`src/rtl/core/fprx_pkg.sv`:
```
// Shared types, constants and the CRC byte update for the frame receiver.
package fprx_pkg;

  localparam int MAX_PAYLOAD_DEF = 1024;
  localparam int HDR_BYTES       = 9;
  localparam int CRC_BYTES       = 2;
  localparam int CMP_W           = 18;
  localparam int CFG_IDX_W       = 3;
  localparam int CFG_DATA_W      = 11;

  localparam logic [15:0] CRC_INIT = 16'hFFFF;
  localparam logic [15:0] CRC_POLY = 16'h1021;

  localparam logic [7:0]  SYNC0_DEF = 8'd79;
  localparam logic [7:0]  SYNC1_DEF = 8'd84;
  localparam logic [7:0]  SYNC2_DEF = 8'd65;
  localparam logic [7:0]  SYNC3_DEF = 8'd49;
  localparam logic [10:0] LIMIT_DEF = 11'd1024;

  // Configuration register indexes.
  localparam logic [CFG_IDX_W-1:0] CFG_SYNC0 = 3'd0;
  localparam logic [CFG_IDX_W-1:0] CFG_SYNC1 = 3'd1;
  localparam logic [CFG_IDX_W-1:0] CFG_SYNC2 = 3'd2;
  localparam logic [CFG_IDX_W-1:0] CFG_SYNC3 = 3'd3;
  localparam logic [CFG_IDX_W-1:0] CFG_LIMIT = 3'd4;

  // Result status codes.
  localparam logic [2:0] ST_HUNT   = 3'd0;
  localparam logic [2:0] ST_TAKEN  = 3'd1;
  localparam logic [2:0] ST_GOOD   = 3'd2;
  localparam logic [2:0] ST_BAD    = 3'd3;
  localparam logic [2:0] ST_LENERR = 3'd4;

  typedef struct packed {
    logic [2:0]  status;
    logic [10:0] byte_pos;
    logic [7:0]  data_byte;
    logic [7:0]  frame_type;
    logic [15:0] seq_num;
    logic [10:0] payload_len;
    logic [10:0] frame_length;
  } fprx_result_t;

  // CRC-16/CCITT-FALSE, one byte, MSB first.
  function automatic logic [15:0] crc16_byte(input logic [15:0] crc, input logic [7:0] b);
    logic [15:0] c;
    c = crc ^ {b, 8'h00};
    for (int k = 0; k < 8; k++) begin
      if (c[15]) begin
        c = {c[14:0], 1'b0} ^ CRC_POLY;
      end else begin
        c = {c[14:0], 1'b0};
      end
    end
    return c;
  endfunction

endpackage

```
`src/rtl/core/fprx_core.sv`:
```
// Deframer state, configuration registers and per-word result logic.
module fprx_core #(
  parameter int MAX_PAYLOAD = fprx_pkg::MAX_PAYLOAD_DEF
) (
  input  logic                                clk,
  input  logic                                rst_n,
  input  logic                                push,
  input  logic [7:0]                          rx_byte,
  input  logic                                cfg_we,
  input  logic [fprx_pkg::CFG_IDX_W-1:0]      cfg_idx,
  input  logic [fprx_pkg::CFG_DATA_W-1:0]     cfg_data,
  output fprx_pkg::fprx_result_t              res
);

  localparam int CNT_W     = $clog2(MAX_PAYLOAD + fprx_pkg::HDR_BYTES + fprx_pkg::CRC_BYTES + 1);
  localparam int FRAME_MAX = fprx_pkg::HDR_BYTES + MAX_PAYLOAD + fprx_pkg::CRC_BYTES;
  localparam int CW        = fprx_pkg::CMP_W;

  localparam logic [CNT_W-1:0] POS_TYPE   = CNT_W'(4);
  localparam logic [CNT_W-1:0] POS_SEQ_LO = CNT_W'(5);
  localparam logic [CNT_W-1:0] POS_SEQ_HI = CNT_W'(6);
  localparam logic [CNT_W-1:0] POS_LEN_LO = CNT_W'(7);
  localparam logic [CNT_W-1:0] POS_LEN_HI = CNT_W'(8);

  logic [7:0]       sync_r [4];
  logic [10:0]      limit_r;

  logic             in_sync_r, in_sync_nxt;
  logic [CNT_W-1:0] cnt_r, cnt_nxt;
  logic [7:0]       type_r, type_nxt;
  logic [15:0]      seq_r, seq_nxt;
  logic [15:0]      len_r, len_nxt;
  logic [15:0]      crc_r, crc_nxt;
  logic [7:0]       crc_lo_r, crc_lo_nxt;

  logic             clr;
  logic [15:0]      new_len;
  logic [CW-1:0]    lim;
  logic [15:0]      crc_upd;

  assign crc_upd = fprx_pkg::crc16_byte(crc_r, rx_byte);
  assign new_len = {rx_byte, len_r[7:0]};
  assign lim = (CW'(limit_r) > CW'(MAX_PAYLOAD)) ? CW'(MAX_PAYLOAD) : CW'(limit_r);

  always_comb begin
    in_sync_nxt = in_sync_r;
    cnt_nxt     = cnt_r;
    type_nxt    = type_r;
    seq_nxt     = seq_r;
    len_nxt     = len_r;
    crc_nxt     = crc_r;
    crc_lo_nxt  = crc_lo_r;
    clr         = 1'b0;
    res           = '0;
    res.status    = fprx_pkg::ST_HUNT;
    res.data_byte = rx_byte;

    if (!in_sync_r) begin
      if (CW'(cnt_r) < CW'(4) && rx_byte == sync_r[cnt_r[1:0]]) begin
        crc_nxt = crc_upd;
        cnt_nxt = cnt_r + CNT_W'(1);
        if (cnt_r[1:0] == 2'd3) begin
          in_sync_nxt = 1'b1;
        end
      end else begin
        // drop back to hunting; this word is not rechecked
        cnt_nxt = '0;
        crc_nxt = fprx_pkg::CRC_INIT;
      end
    end else if (CW'(cnt_r) >= CW'(FRAME_MAX)) begin
      clr        = 1'b1;
      res.status = fprx_pkg::ST_LENERR;
    end else begin
      cnt_nxt      = cnt_r + CNT_W'(1);
      res.status   = fprx_pkg::ST_TAKEN;
      res.byte_pos = 11'(cnt_r);
      if (cnt_r == POS_TYPE) begin
        type_nxt = rx_byte;
      end
      if (cnt_r == POS_SEQ_LO) begin
        seq_nxt[7:0] = rx_byte;
      end
      if (cnt_r == POS_SEQ_HI) begin
        seq_nxt[15:8] = rx_byte;
      end
      if (cnt_r == POS_LEN_LO) begin
        len_nxt[7:0] = rx_byte;
      end

      if (cnt_r == POS_LEN_HI) begin
        if (CW'(new_len) > lim) begin
          clr          = 1'b1;
          res.status   = fprx_pkg::ST_LENERR;
          res.byte_pos = '0;
        end else begin
          crc_nxt = crc_upd;
          len_nxt = new_len;
        end
      end else if (CW'(cnt_r) < CW'(fprx_pkg::HDR_BYTES)) begin
        crc_nxt = crc_upd;
      end else if (CW'(cnt_r) == CW'(len_r) + CW'(fprx_pkg::HDR_BYTES + 1)) begin
        // last CRC word: compare and report the frame
        res.status       = ({rx_byte, crc_lo_r} == crc_r) ? fprx_pkg::ST_GOOD
                                                          : fprx_pkg::ST_BAD;
        res.frame_type   = type_r;
        res.seq_num      = seq_r;
        res.payload_len  = 11'(len_r);
        res.frame_length = 11'(cnt_nxt);
        clr              = 1'b1;
      end else if (CW'(cnt_r) < CW'(len_r) + CW'(fprx_pkg::HDR_BYTES)) begin
        crc_nxt = crc_upd;
      end else begin
        crc_lo_nxt = rx_byte;
      end
    end

    if (clr) begin
      in_sync_nxt = 1'b0;
      cnt_nxt     = '0;
      type_nxt    = '0;
      seq_nxt     = '0;
      len_nxt     = '0;
      crc_nxt     = fprx_pkg::CRC_INIT;
      crc_lo_nxt  = '0;
    end
  end

  always_ff @(posedge clk) begin
    if (!rst_n) begin
      sync_r[0] <= fprx_pkg::SYNC0_DEF;
      sync_r[1] <= fprx_pkg::SYNC1_DEF;
      sync_r[2] <= fprx_pkg::SYNC2_DEF;
      sync_r[3] <= fprx_pkg::SYNC3_DEF;
      limit_r   <= fprx_pkg::LIMIT_DEF;
    end else if (cfg_we) begin
      case (cfg_idx)
        fprx_pkg::CFG_SYNC0: sync_r[0] <= cfg_data[7:0];
        fprx_pkg::CFG_SYNC1: sync_r[1] <= cfg_data[7:0];
        fprx_pkg::CFG_SYNC2: sync_r[2] <= cfg_data[7:0];
        fprx_pkg::CFG_SYNC3: sync_r[3] <= cfg_data[7:0];
        fprx_pkg::CFG_LIMIT: limit_r   <= cfg_data;
        default: ;
      endcase
    end
  end

  always_ff @(posedge clk) begin
    if (!rst_n) begin
      in_sync_r <= 1'b0;
      cnt_r     <= '0;
      type_r    <= '0;
      seq_r     <= '0;
      len_r     <= '0;
      crc_r     <= fprx_pkg::CRC_INIT;
      crc_lo_r  <= '0;
    end else if (push) begin
      in_sync_r <= in_sync_nxt;
      cnt_r     <= cnt_nxt;
      type_r    <= type_nxt;
      seq_r     <= seq_nxt;
      len_r     <= len_nxt;
      crc_r     <= crc_nxt;
      crc_lo_r  <= crc_lo_nxt;
    end
  end

  a_sync_count: assert property (@(posedge clk) disable iff (!rst_n)
    in_sync_r |-> CW'(cnt_r) >= CW'(4))
    else $error("in sync with fewer than four words counted");

  a_hunt_count: assert property (@(posedge clk) disable iff (!rst_n)
    !in_sync_r |-> CW'(cnt_r) < CW'(4))
    else $error("hunting with count past the sync word");

  a_done_clears: assert property (@(posedge clk) disable iff (!rst_n)
    push && (res.status == fprx_pkg::ST_GOOD || res.status == fprx_pkg::ST_BAD
             || res.status == fprx_pkg::ST_LENERR)
    |=> !in_sync_r && cnt_r == '0 && crc_r == fprx_pkg::CRC_INIT)
    else $error("frame state not cleared after frame end or drop");

endmodule

```
`src/rtl/core/fprx_obuf.sv`:
```
// Two-entry output buffer (result register plus skid) for result words.
module fprx_obuf (
  input  logic                    clk,
  input  logic                    rst_n,
  input  logic                    push,
  input  fprx_pkg::fprx_result_t  res_in,
  output logic                    ready,
  output logic                    out_valid,
  input  logic                    out_ready,
  output fprx_pkg::fprx_result_t  res_out
);

  logic                   out_valid_r;
  logic                   skid_valid_r;
  fprx_pkg::fprx_result_t out_r;
  fprx_pkg::fprx_result_t skid_r;
  logic                   pop;

  assign pop       = out_valid_r && out_ready;
  assign ready     = !skid_valid_r;
  assign out_valid = out_valid_r;
  assign res_out   = out_r;

  always_ff @(posedge clk) begin
    if (!rst_n) begin
      out_valid_r  <= 1'b0;
      skid_valid_r <= 1'b0;
    end else if (skid_valid_r) begin
      if (pop) begin
        skid_valid_r <= 1'b0;
      end
    end else if (push && out_valid_r && !pop) begin
      skid_valid_r <= 1'b1;
    end else if (push) begin
      out_valid_r <= 1'b1;
    end else if (pop) begin
      out_valid_r <= 1'b0;
    end
  end

  // payload: advance skid into the result register, or load a new word
  always_ff @(posedge clk) begin
    if (skid_valid_r) begin
      if (pop) begin
        out_r <= skid_r;
      end
    end else if (push && out_valid_r && !pop) begin
      skid_r <= res_in;
    end else if (push) begin
      out_r <= res_in;
    end
  end

  a_skid_behind_out: assert property (@(posedge clk) disable iff (!rst_n)
    skid_valid_r |-> out_valid_r)
    else $error("skid holds a word while the result register is empty");

  a_skid_hold: assert property (@(posedge clk) disable iff (!rst_n)
    skid_valid_r && !out_ready |=> skid_valid_r && $stable(skid_r))
    else $error("skid word lost while output stalled");

  a_out_hold: assert property (@(posedge clk) disable iff (!rst_n)
    out_valid_r && !out_ready |=> out_valid_r && $stable(out_r))
    else $error("result word changed while output stalled");

endmodule

```
`src/rtl/core/framed_packet_receiver_crc16.sv`:
```
// Top level: length-prefixed frame receiver with CRC-16/CCITT-FALSE check.
// A result word is registered in the output buffer when its input word is accepted.
// Throughput: one input word per cycle; a two-entry output buffer keeps input
// open while one result waits, so in_ready drops only with two results pending.
// Reset (rst_n low at a clock edge): frame state returns to hunting, sync bytes
// to 79/84/65/49, payload limit to 1024, output buffer empties.
module framed_packet_receiver_crc16 #(
  parameter int MAX_PAYLOAD = fprx_pkg::MAX_PAYLOAD_DEF
) (
  input  logic                            clk,
  input  logic                            rst_n,
  input  logic                            in_valid,
  output logic                            in_ready,
  input  logic [7:0]                      in_rx_byte,
  output logic                            out_valid,
  input  logic                            out_ready,
  output logic [2:0]                      out_status,
  output logic [10:0]                     out_byte_pos,
  output logic [7:0]                      out_data_byte,
  output logic [7:0]                      out_frame_type,
  output logic [15:0]                     out_seq_num,
  output logic [10:0]                     out_payload_len,
  output logic [10:0]                     out_frame_length,
  input  logic                            cfg_valid,
  output logic                            cfg_ready,
  input  logic [fprx_pkg::CFG_IDX_W-1:0]  cfg_index,
  input  logic [fprx_pkg::CFG_DATA_W-1:0] cfg_wdata
);

  fprx_pkg::fprx_result_t res;
  fprx_pkg::fprx_result_t res_q;
  logic                   push;

  assign push      = in_valid && in_ready;
  assign cfg_ready = 1'b1;

  fprx_core #(
    .MAX_PAYLOAD (MAX_PAYLOAD)
  ) u_core (
    .clk      (clk),
    .rst_n    (rst_n),
    .push     (push),
    .rx_byte  (in_rx_byte),
    .cfg_we   (cfg_valid && cfg_ready),
    .cfg_idx  (cfg_index),
    .cfg_data (cfg_wdata),
    .res      (res)
  );

  fprx_obuf u_obuf (
    .clk       (clk),
    .rst_n     (rst_n),
    .push      (push),
    .res_in    (res),
    .ready     (in_ready),
    .out_valid (out_valid),
    .out_ready (out_ready),
    .res_out   (res_q)
  );

  assign out_status       = res_q.status;
  assign out_byte_pos     = res_q.byte_pos;
  assign out_data_byte    = res_q.data_byte;
  assign out_frame_type   = res_q.frame_type;
  assign out_seq_num      = res_q.seq_num;
  assign out_payload_len  = res_q.payload_len;
  assign out_frame_length = res_q.frame_length;

endmodule
```
`config.mk`:
```
export PLATFORM = sky130hd
export DESIGN_NAME = framed_packet_receiver_crc16
export DESIGN_NICKNAME = d
export VERILOG_FILES = /design/src/rtl/core/fprx_pkg.sv /design/src/rtl/core/fprx_core.sv /design/src/rtl/core/fprx_obuf.sv /design/src/rtl/core/framed_packet_receiver_crc16.sv
export SDC_FILE = /design/constraint.sdc
export NUM_CORES = 1
export LEC_CHECK = 0
export ABC_AREA = 1
export CAP_MARGIN = 25
export CORE_ASPECT_RATIO = 1.4
export CORE_UTILIZATION = 50
export DETAILED_ROUTE_END_ITERATION = 8
export DONT_BUFFER_PORTS = 1
export SLEW_MARGIN = 20
export SYNTH_ARGS = -nofsm -noshare
export SYNTH_HDL_FRONTEND = slang
export SYNTH_SLANG_ARGS = --single-unit
export TNS_END_PERCENT = 5
```
`constraint.sdc`:
```
create_clock -name clk -period 21.5 [get_ports clk]
set_clock_uncertainty 0.15 [all_clocks]
set_input_delay 3.225 -clock clk [delete_from_list [all_inputs] [get_ports clk]]
set_output_delay 3.225 -clock clk [all_outputs]
set_load 0.02 [all_outputs]
```
# Word level (Yosys, flattened, before mapping)
# Memory sizes are Yosys's and may differ from the RTL's. A register that Yosys moved wholly into a read port is not among the register bits.
# Cells that the tools add are included.
# word_totals
register_bits,225
ram_bits,32
output_inout_bits,71
word_cells,204
mem_count,1
# op_classes
add_sub_neg,3
magnitude_cmp,6
eq_ne,26
n_mux,100
bitwise_logic,15
n_reduce_logical,27
# mem_list
memory,words,word_bits,read_ports,rd_ports_with_merged_regs,wr,line,source
u_core.sync_r,4,8,1,1,4,fprx_core.sv:25,logic [7:0] sync_r [4];
# ops
cell,count
2-to-1 mux 16 bit,17
2-to-1 mux 68 bit,4
2-to-1 mux 46 bit,5
2-to-1 mux 8 bit,18
2-to-1 mux 13 bit,8
2-to-1 mux 11 bit,7
equality test 11 x 3 -> 1 bit (second input constant),4
adder 16 x 4 -> 17 bit (second input constant),2
2-to-1 mux 1 bit,33
2-to-1 mux 14 bit,2
inverter 3 bit,8
equality test 11 x 18 -> 1 bit,1
greater-than comparator 16 x 18 -> 1 bit,1
less-than comparator 11 x 18 -> 1 bit,1
equality test 16 bit,1
AND reduction 4 bit,4
bitwise XOR 16 bit,1
inequality test 2 x 1 -> 1 bit (second input constant),7
nonzero test 2 bit,7
2-to-1 mux 3 bit,4
adder 11 x 1 -> 11 bit (second input constant),1
equality test 11 x 4 -> 1 bit (second input constant),1
greater-or-equal comparator 11 bit (second input constant),1
greater-than comparator 11 bit (second input constant),1
other kinds (22),38

# Longest topological paths before layout
# logic_depth
word_depth,24
depth_mapped,21
depth_no_buf,20

# Cells and area by module
# Synthesis repeated with hierarchy kept, for this count alone.
# unflattened
cells_unflattened,1540
hier_area_um2,12816.0
# by_module_without_submodules
module,instances,cells_each,area_each_um2,seq_area_each_um2
fprx_core,1,1163,7749.9,2742.6
fprx_obuf,1,373,5047.3,4124.0
framed_packet_receiver_crc16,1,4,18.8,0.0

# Worst setup path after synthesis
# OpenSTA, ideal clock, no wires.
# synth_timing
kind,input-to-reg
from,input port in_valid
to,"register u_obuf.out_r, in the netlist u_obuf.res_out[0] (enable)"
setup_time_ns,0.575
arrival_ns,9.841
t_required_ns,20.775
slack_ns,10.934
stages,6
path_cell_list,inv_1 > nor2_1 > inv_1 > nor3_1 > o21ai_0 > o21a_1
# synth_via
elab_chain_len,5
# synth_lines
item,line,source
start: declaration,framed_packet_receiver_crc16.sv:12,"input logic in_valid,"
logical AND 1 bit (*),framed_packet_receiver_crc16.sv:34,assign push = in_valid && in_ready;
logical AND 1 bit (2 in a row),fprx_obuf.sv:47,end else if (push && out_valid_r && !pop) begin
inequality test 2 x 1 -> 1 bit (no source line),-,
AND reduction 3 bit (no source line) (*),-,
end signal: assignment,fprx_obuf.sv:45,out_r <= skid_r;
end signal: assignment,fprx_obuf.sv:50,out_r <= res_in;
end: declaration,fprx_obuf.sv:15,fprx_pkg::fprx_result_t out_r;
# Every way passes the cells marked *; elsewhere a longest branch is shown, timed or not.
# A chain may end at the register's enable or synchronous reset.

# Worst setup path in the final report
# layout_timing
from,input port in_valid
to,"register u_obuf.out_r, in the netlist u_obuf.res_out[57] (enable)"
# Same word-level chain as after synthesis.

==> impl_metrics.yaml <==
yosys:
  yosysSeqAreaShare_pct: 53.4
  synth_edf_count: 168
  ys.flop_type: "edfxtp_1"
  synth_cell_types: 41
  synth_seq_cells: 259
  synth_async_sr_flop_share_pct: 0
  synth_top_area_cell: "edfxtp_1"
  avgSynthCellArea_um2: 8.73
  syn-cell-area_um2: 12800
  syn-num-nets: 1526
  synth_warnings: 0
  ys_top_cells_by_area: "edfxtp_1 39%, dfxtp_1 14%, nand2_1 9.6%"
  synth_top_area_share_pct: 39.3
  syn_inst: 1471
global_routing:
  overflow: 0
  antenna_found_initial: 0
  grt_pass1_vias: 9059
  grt_pass1_wl_mm: 47.7
  track_usage_pct: 23.4
  grt_start_max_net_pins: 70
route:
  wl_per_cell_um: 16.7
  num_vias: 9457
  viasPerCell: 5.31
  post-route-drc-count: 0
  ant_nets: 0
  firstDrtPassIters: 5
  first_iter_violations: 757
  wl_mm: 29.8
sta:
  setup_viol: 0
  worstMarginPinSlew_ns: 0.955
  drv_slew: 0
  timing.setup.tns_ns: 0
  finalCritPeriodShare_pct: 28.5
  fin_crit_ns: 6.12
  relSlewSlack_pct: 36.3
  fmax_mhz: 163
  rsz0062_at_grt: "false"
  hold_violations: 0
pwr:
  cellPowerDensity_nw_per_um2: 77.4
  pwr-share-seq_pct: 53.5
  irDropWorstVdd_mv: 0.0738
  pwr-share-comb_pct: 4.9
  power.internal_uw: 829
  p_sw_uw: 244
  p_sw_share_pct: 22.8
  p_leak_nw: 5.55
  p_clk_share_pct: 41.7
  power.total_mw: 1.07
final_layout:
  diodes: 0
  synthToLayoutAreaGrowth_pct: 7.84
  mostFrequentLayoutCells: "328 x nand2_1, 242 x nor2_1, 168 x edfxtp_1, 125 x nand3_1, 103 x inv_1"
  drive_above_1_share_pct: 8.49
  fin_util_pct: 54.8
  layout_commonest_cell: "nand2_1"
  finalNetCount: 1497
setup_path:
  crit_required_ns: 21.51
  critPathMaxFanout: 69
  cp-start-kind: "input pin"
  setup.worst_path.end_class: "flip-flop"
  r2r_cells: 7
  criticalPathCategory: "input pin to flip-flop"
  critPathArrivalTime_ns: 6.14
floorplanning:
  die_y_um: 192
  core_um2: 25300
  start_util_pct: 50.8
  ios: 98
  std_cell_rows: 69
  die_area_um2: 26300
  die_width_um: 137
clock_tree:
  clkSinkCount: 259
  cts_tree: "built"
  cts_setup_buffers: 0
  htreeDepth: 1
  cts-root-buf: "clkbuf_16"
  clockBufferDepth: 3
  clock_latency_ns: 0.53
  cts.repair.resized: 0
  clkTransAtPathRegs_ns: 0.06
  cts_made_buffers: 25
  hold_buffers: 0
placed_design:
  port_buffers: 0
  globalplace.congestion: 0.882
  post-dp-hpwl_mm: 21.1
hold_path:
  hold_depth: 2
  hp-class: "flip-flop to flip-flop"
job:
  maxCapViolCount: 0
run_status:
  status: "complete, no violations"
state kept, by name, summed over array words and instances (netlist names), 8 cells and up, named ones only:
register         count
u_core.cnt_r        11
u_core.crc_lo_r      8
u_obuf.skid_r       68
u_obuf.res_out      68
u_core.seq_r        16
u_core.sync_r       32
u_core.limit_r      11
u_core.type_r        8
u_core.len_r        16
u_core.crc_r        16
critical path, stage by stage:
cell and delay, ns:
inv_1 0.02, nor2_1 0.68, inv_1 0.53, nor3_2 0.22
buf_4 0.72, o21ai_0 0.26, o21a_4 0.45
worst paths after layout:
kind                         to  slack, ns                start
min reg2reg     u_core.seq_r[2]       0.33      u_core.seq_r[2]
min             u_core.seq_r[2]       0.33      u_core.seq_r[2]
max reg2reg  u_obuf.res_out[57]      17.32  u_obuf.skid_valid_r
max          u_obuf.res_out[57]      15.38             in_valid
synthesized netlist by cell type (3+ instances only):
cell type and number:
nand3_1 125, buf_2 16, dfxtp_1 91, ha_1 28, nor3_1 18, nor2_1 243
buf_4 4, inv_1 104, nand3_2 5, o211ai_1 3, nor2_4 22, nor4_1 6
a21oi_1 83, nor2_2 3, o21ai_0 39, nand3_4 4, buf_6 4, edfxtp_1 168
inv_2 6, buf_1 7, xnor2_1 19, nand2_1 328, xor2_1 37, nand2_2 23
clkbuf_1 30, nand4_1 33
per-layer routing:
layer,track usage (%),share of wire [%],up-vias
met5,0,0,-
met4,10.0,4.2,0
met3,4.72,6.1,68
met2,38.3,47,255
met1,29.7,42,4343
li1,-,-,4791
power by group through the flow:
stage	Sequential (mW)	Clock (mW)	Combinational (mW)
finish	0.574	0.447	0.0522
global route	0.576	0.476	0.0597
CTS	0.575	0.456	0.0521
detailed placement	0.586	0	0.0518
global placement	0.585	0	0.0508
floorplan	0.582	0	0.0425
stage by stage:
| stage | cells | instance area [um^2] | hold slack (ns) | worst slack [ns] |
|---|---|---|---|---|
| 3_3_place_gp | 1733 | 13000 | 0.318 | 14.90 |
| 2_1_floorplan | 1471 | 12800 | 0.295 | 10.93 |
| 4_1_cts | 1779 | 13800 | 0.337 | 15.35 |
| 5_1_grt | 1780 | 13900 | 0.362 | 15.06 |
| 6_report | 1780 | 13900 | 0.333 | 15.38 |
| 3_5_place_dp | 1733 | 13000 | 0.324 | 14.79 |
cells by family (layout without fill, tap and decap cells):
family,Yosys count,count (layout),share of synthesized area [%]
other,1,1,0.0292
adder cells (fa/ha/maj),28,28,2.73
AND/OR/NAND/NOR,813,813,28.5
XOR/XNOR,56,56,3.82
buffers and inverters,178,168,5.94
AO/OA/AOI/OAI,136,136,5.56
flip-flops,259,259,53.4
area by class of cell:
class / instances / area, um^2
well taps: 319 / 399
multi-input cells: 1034 / 5240
inverters: 115 / 439
clock buffers: 36 / 732
clock inverters: 10 / 106
fillers: 2317 / 11400
repair buffers: 7 / 72.6
flip-flops and latches: 259 / 6870
Note: power is estimated with default switching activity, not from simulation.
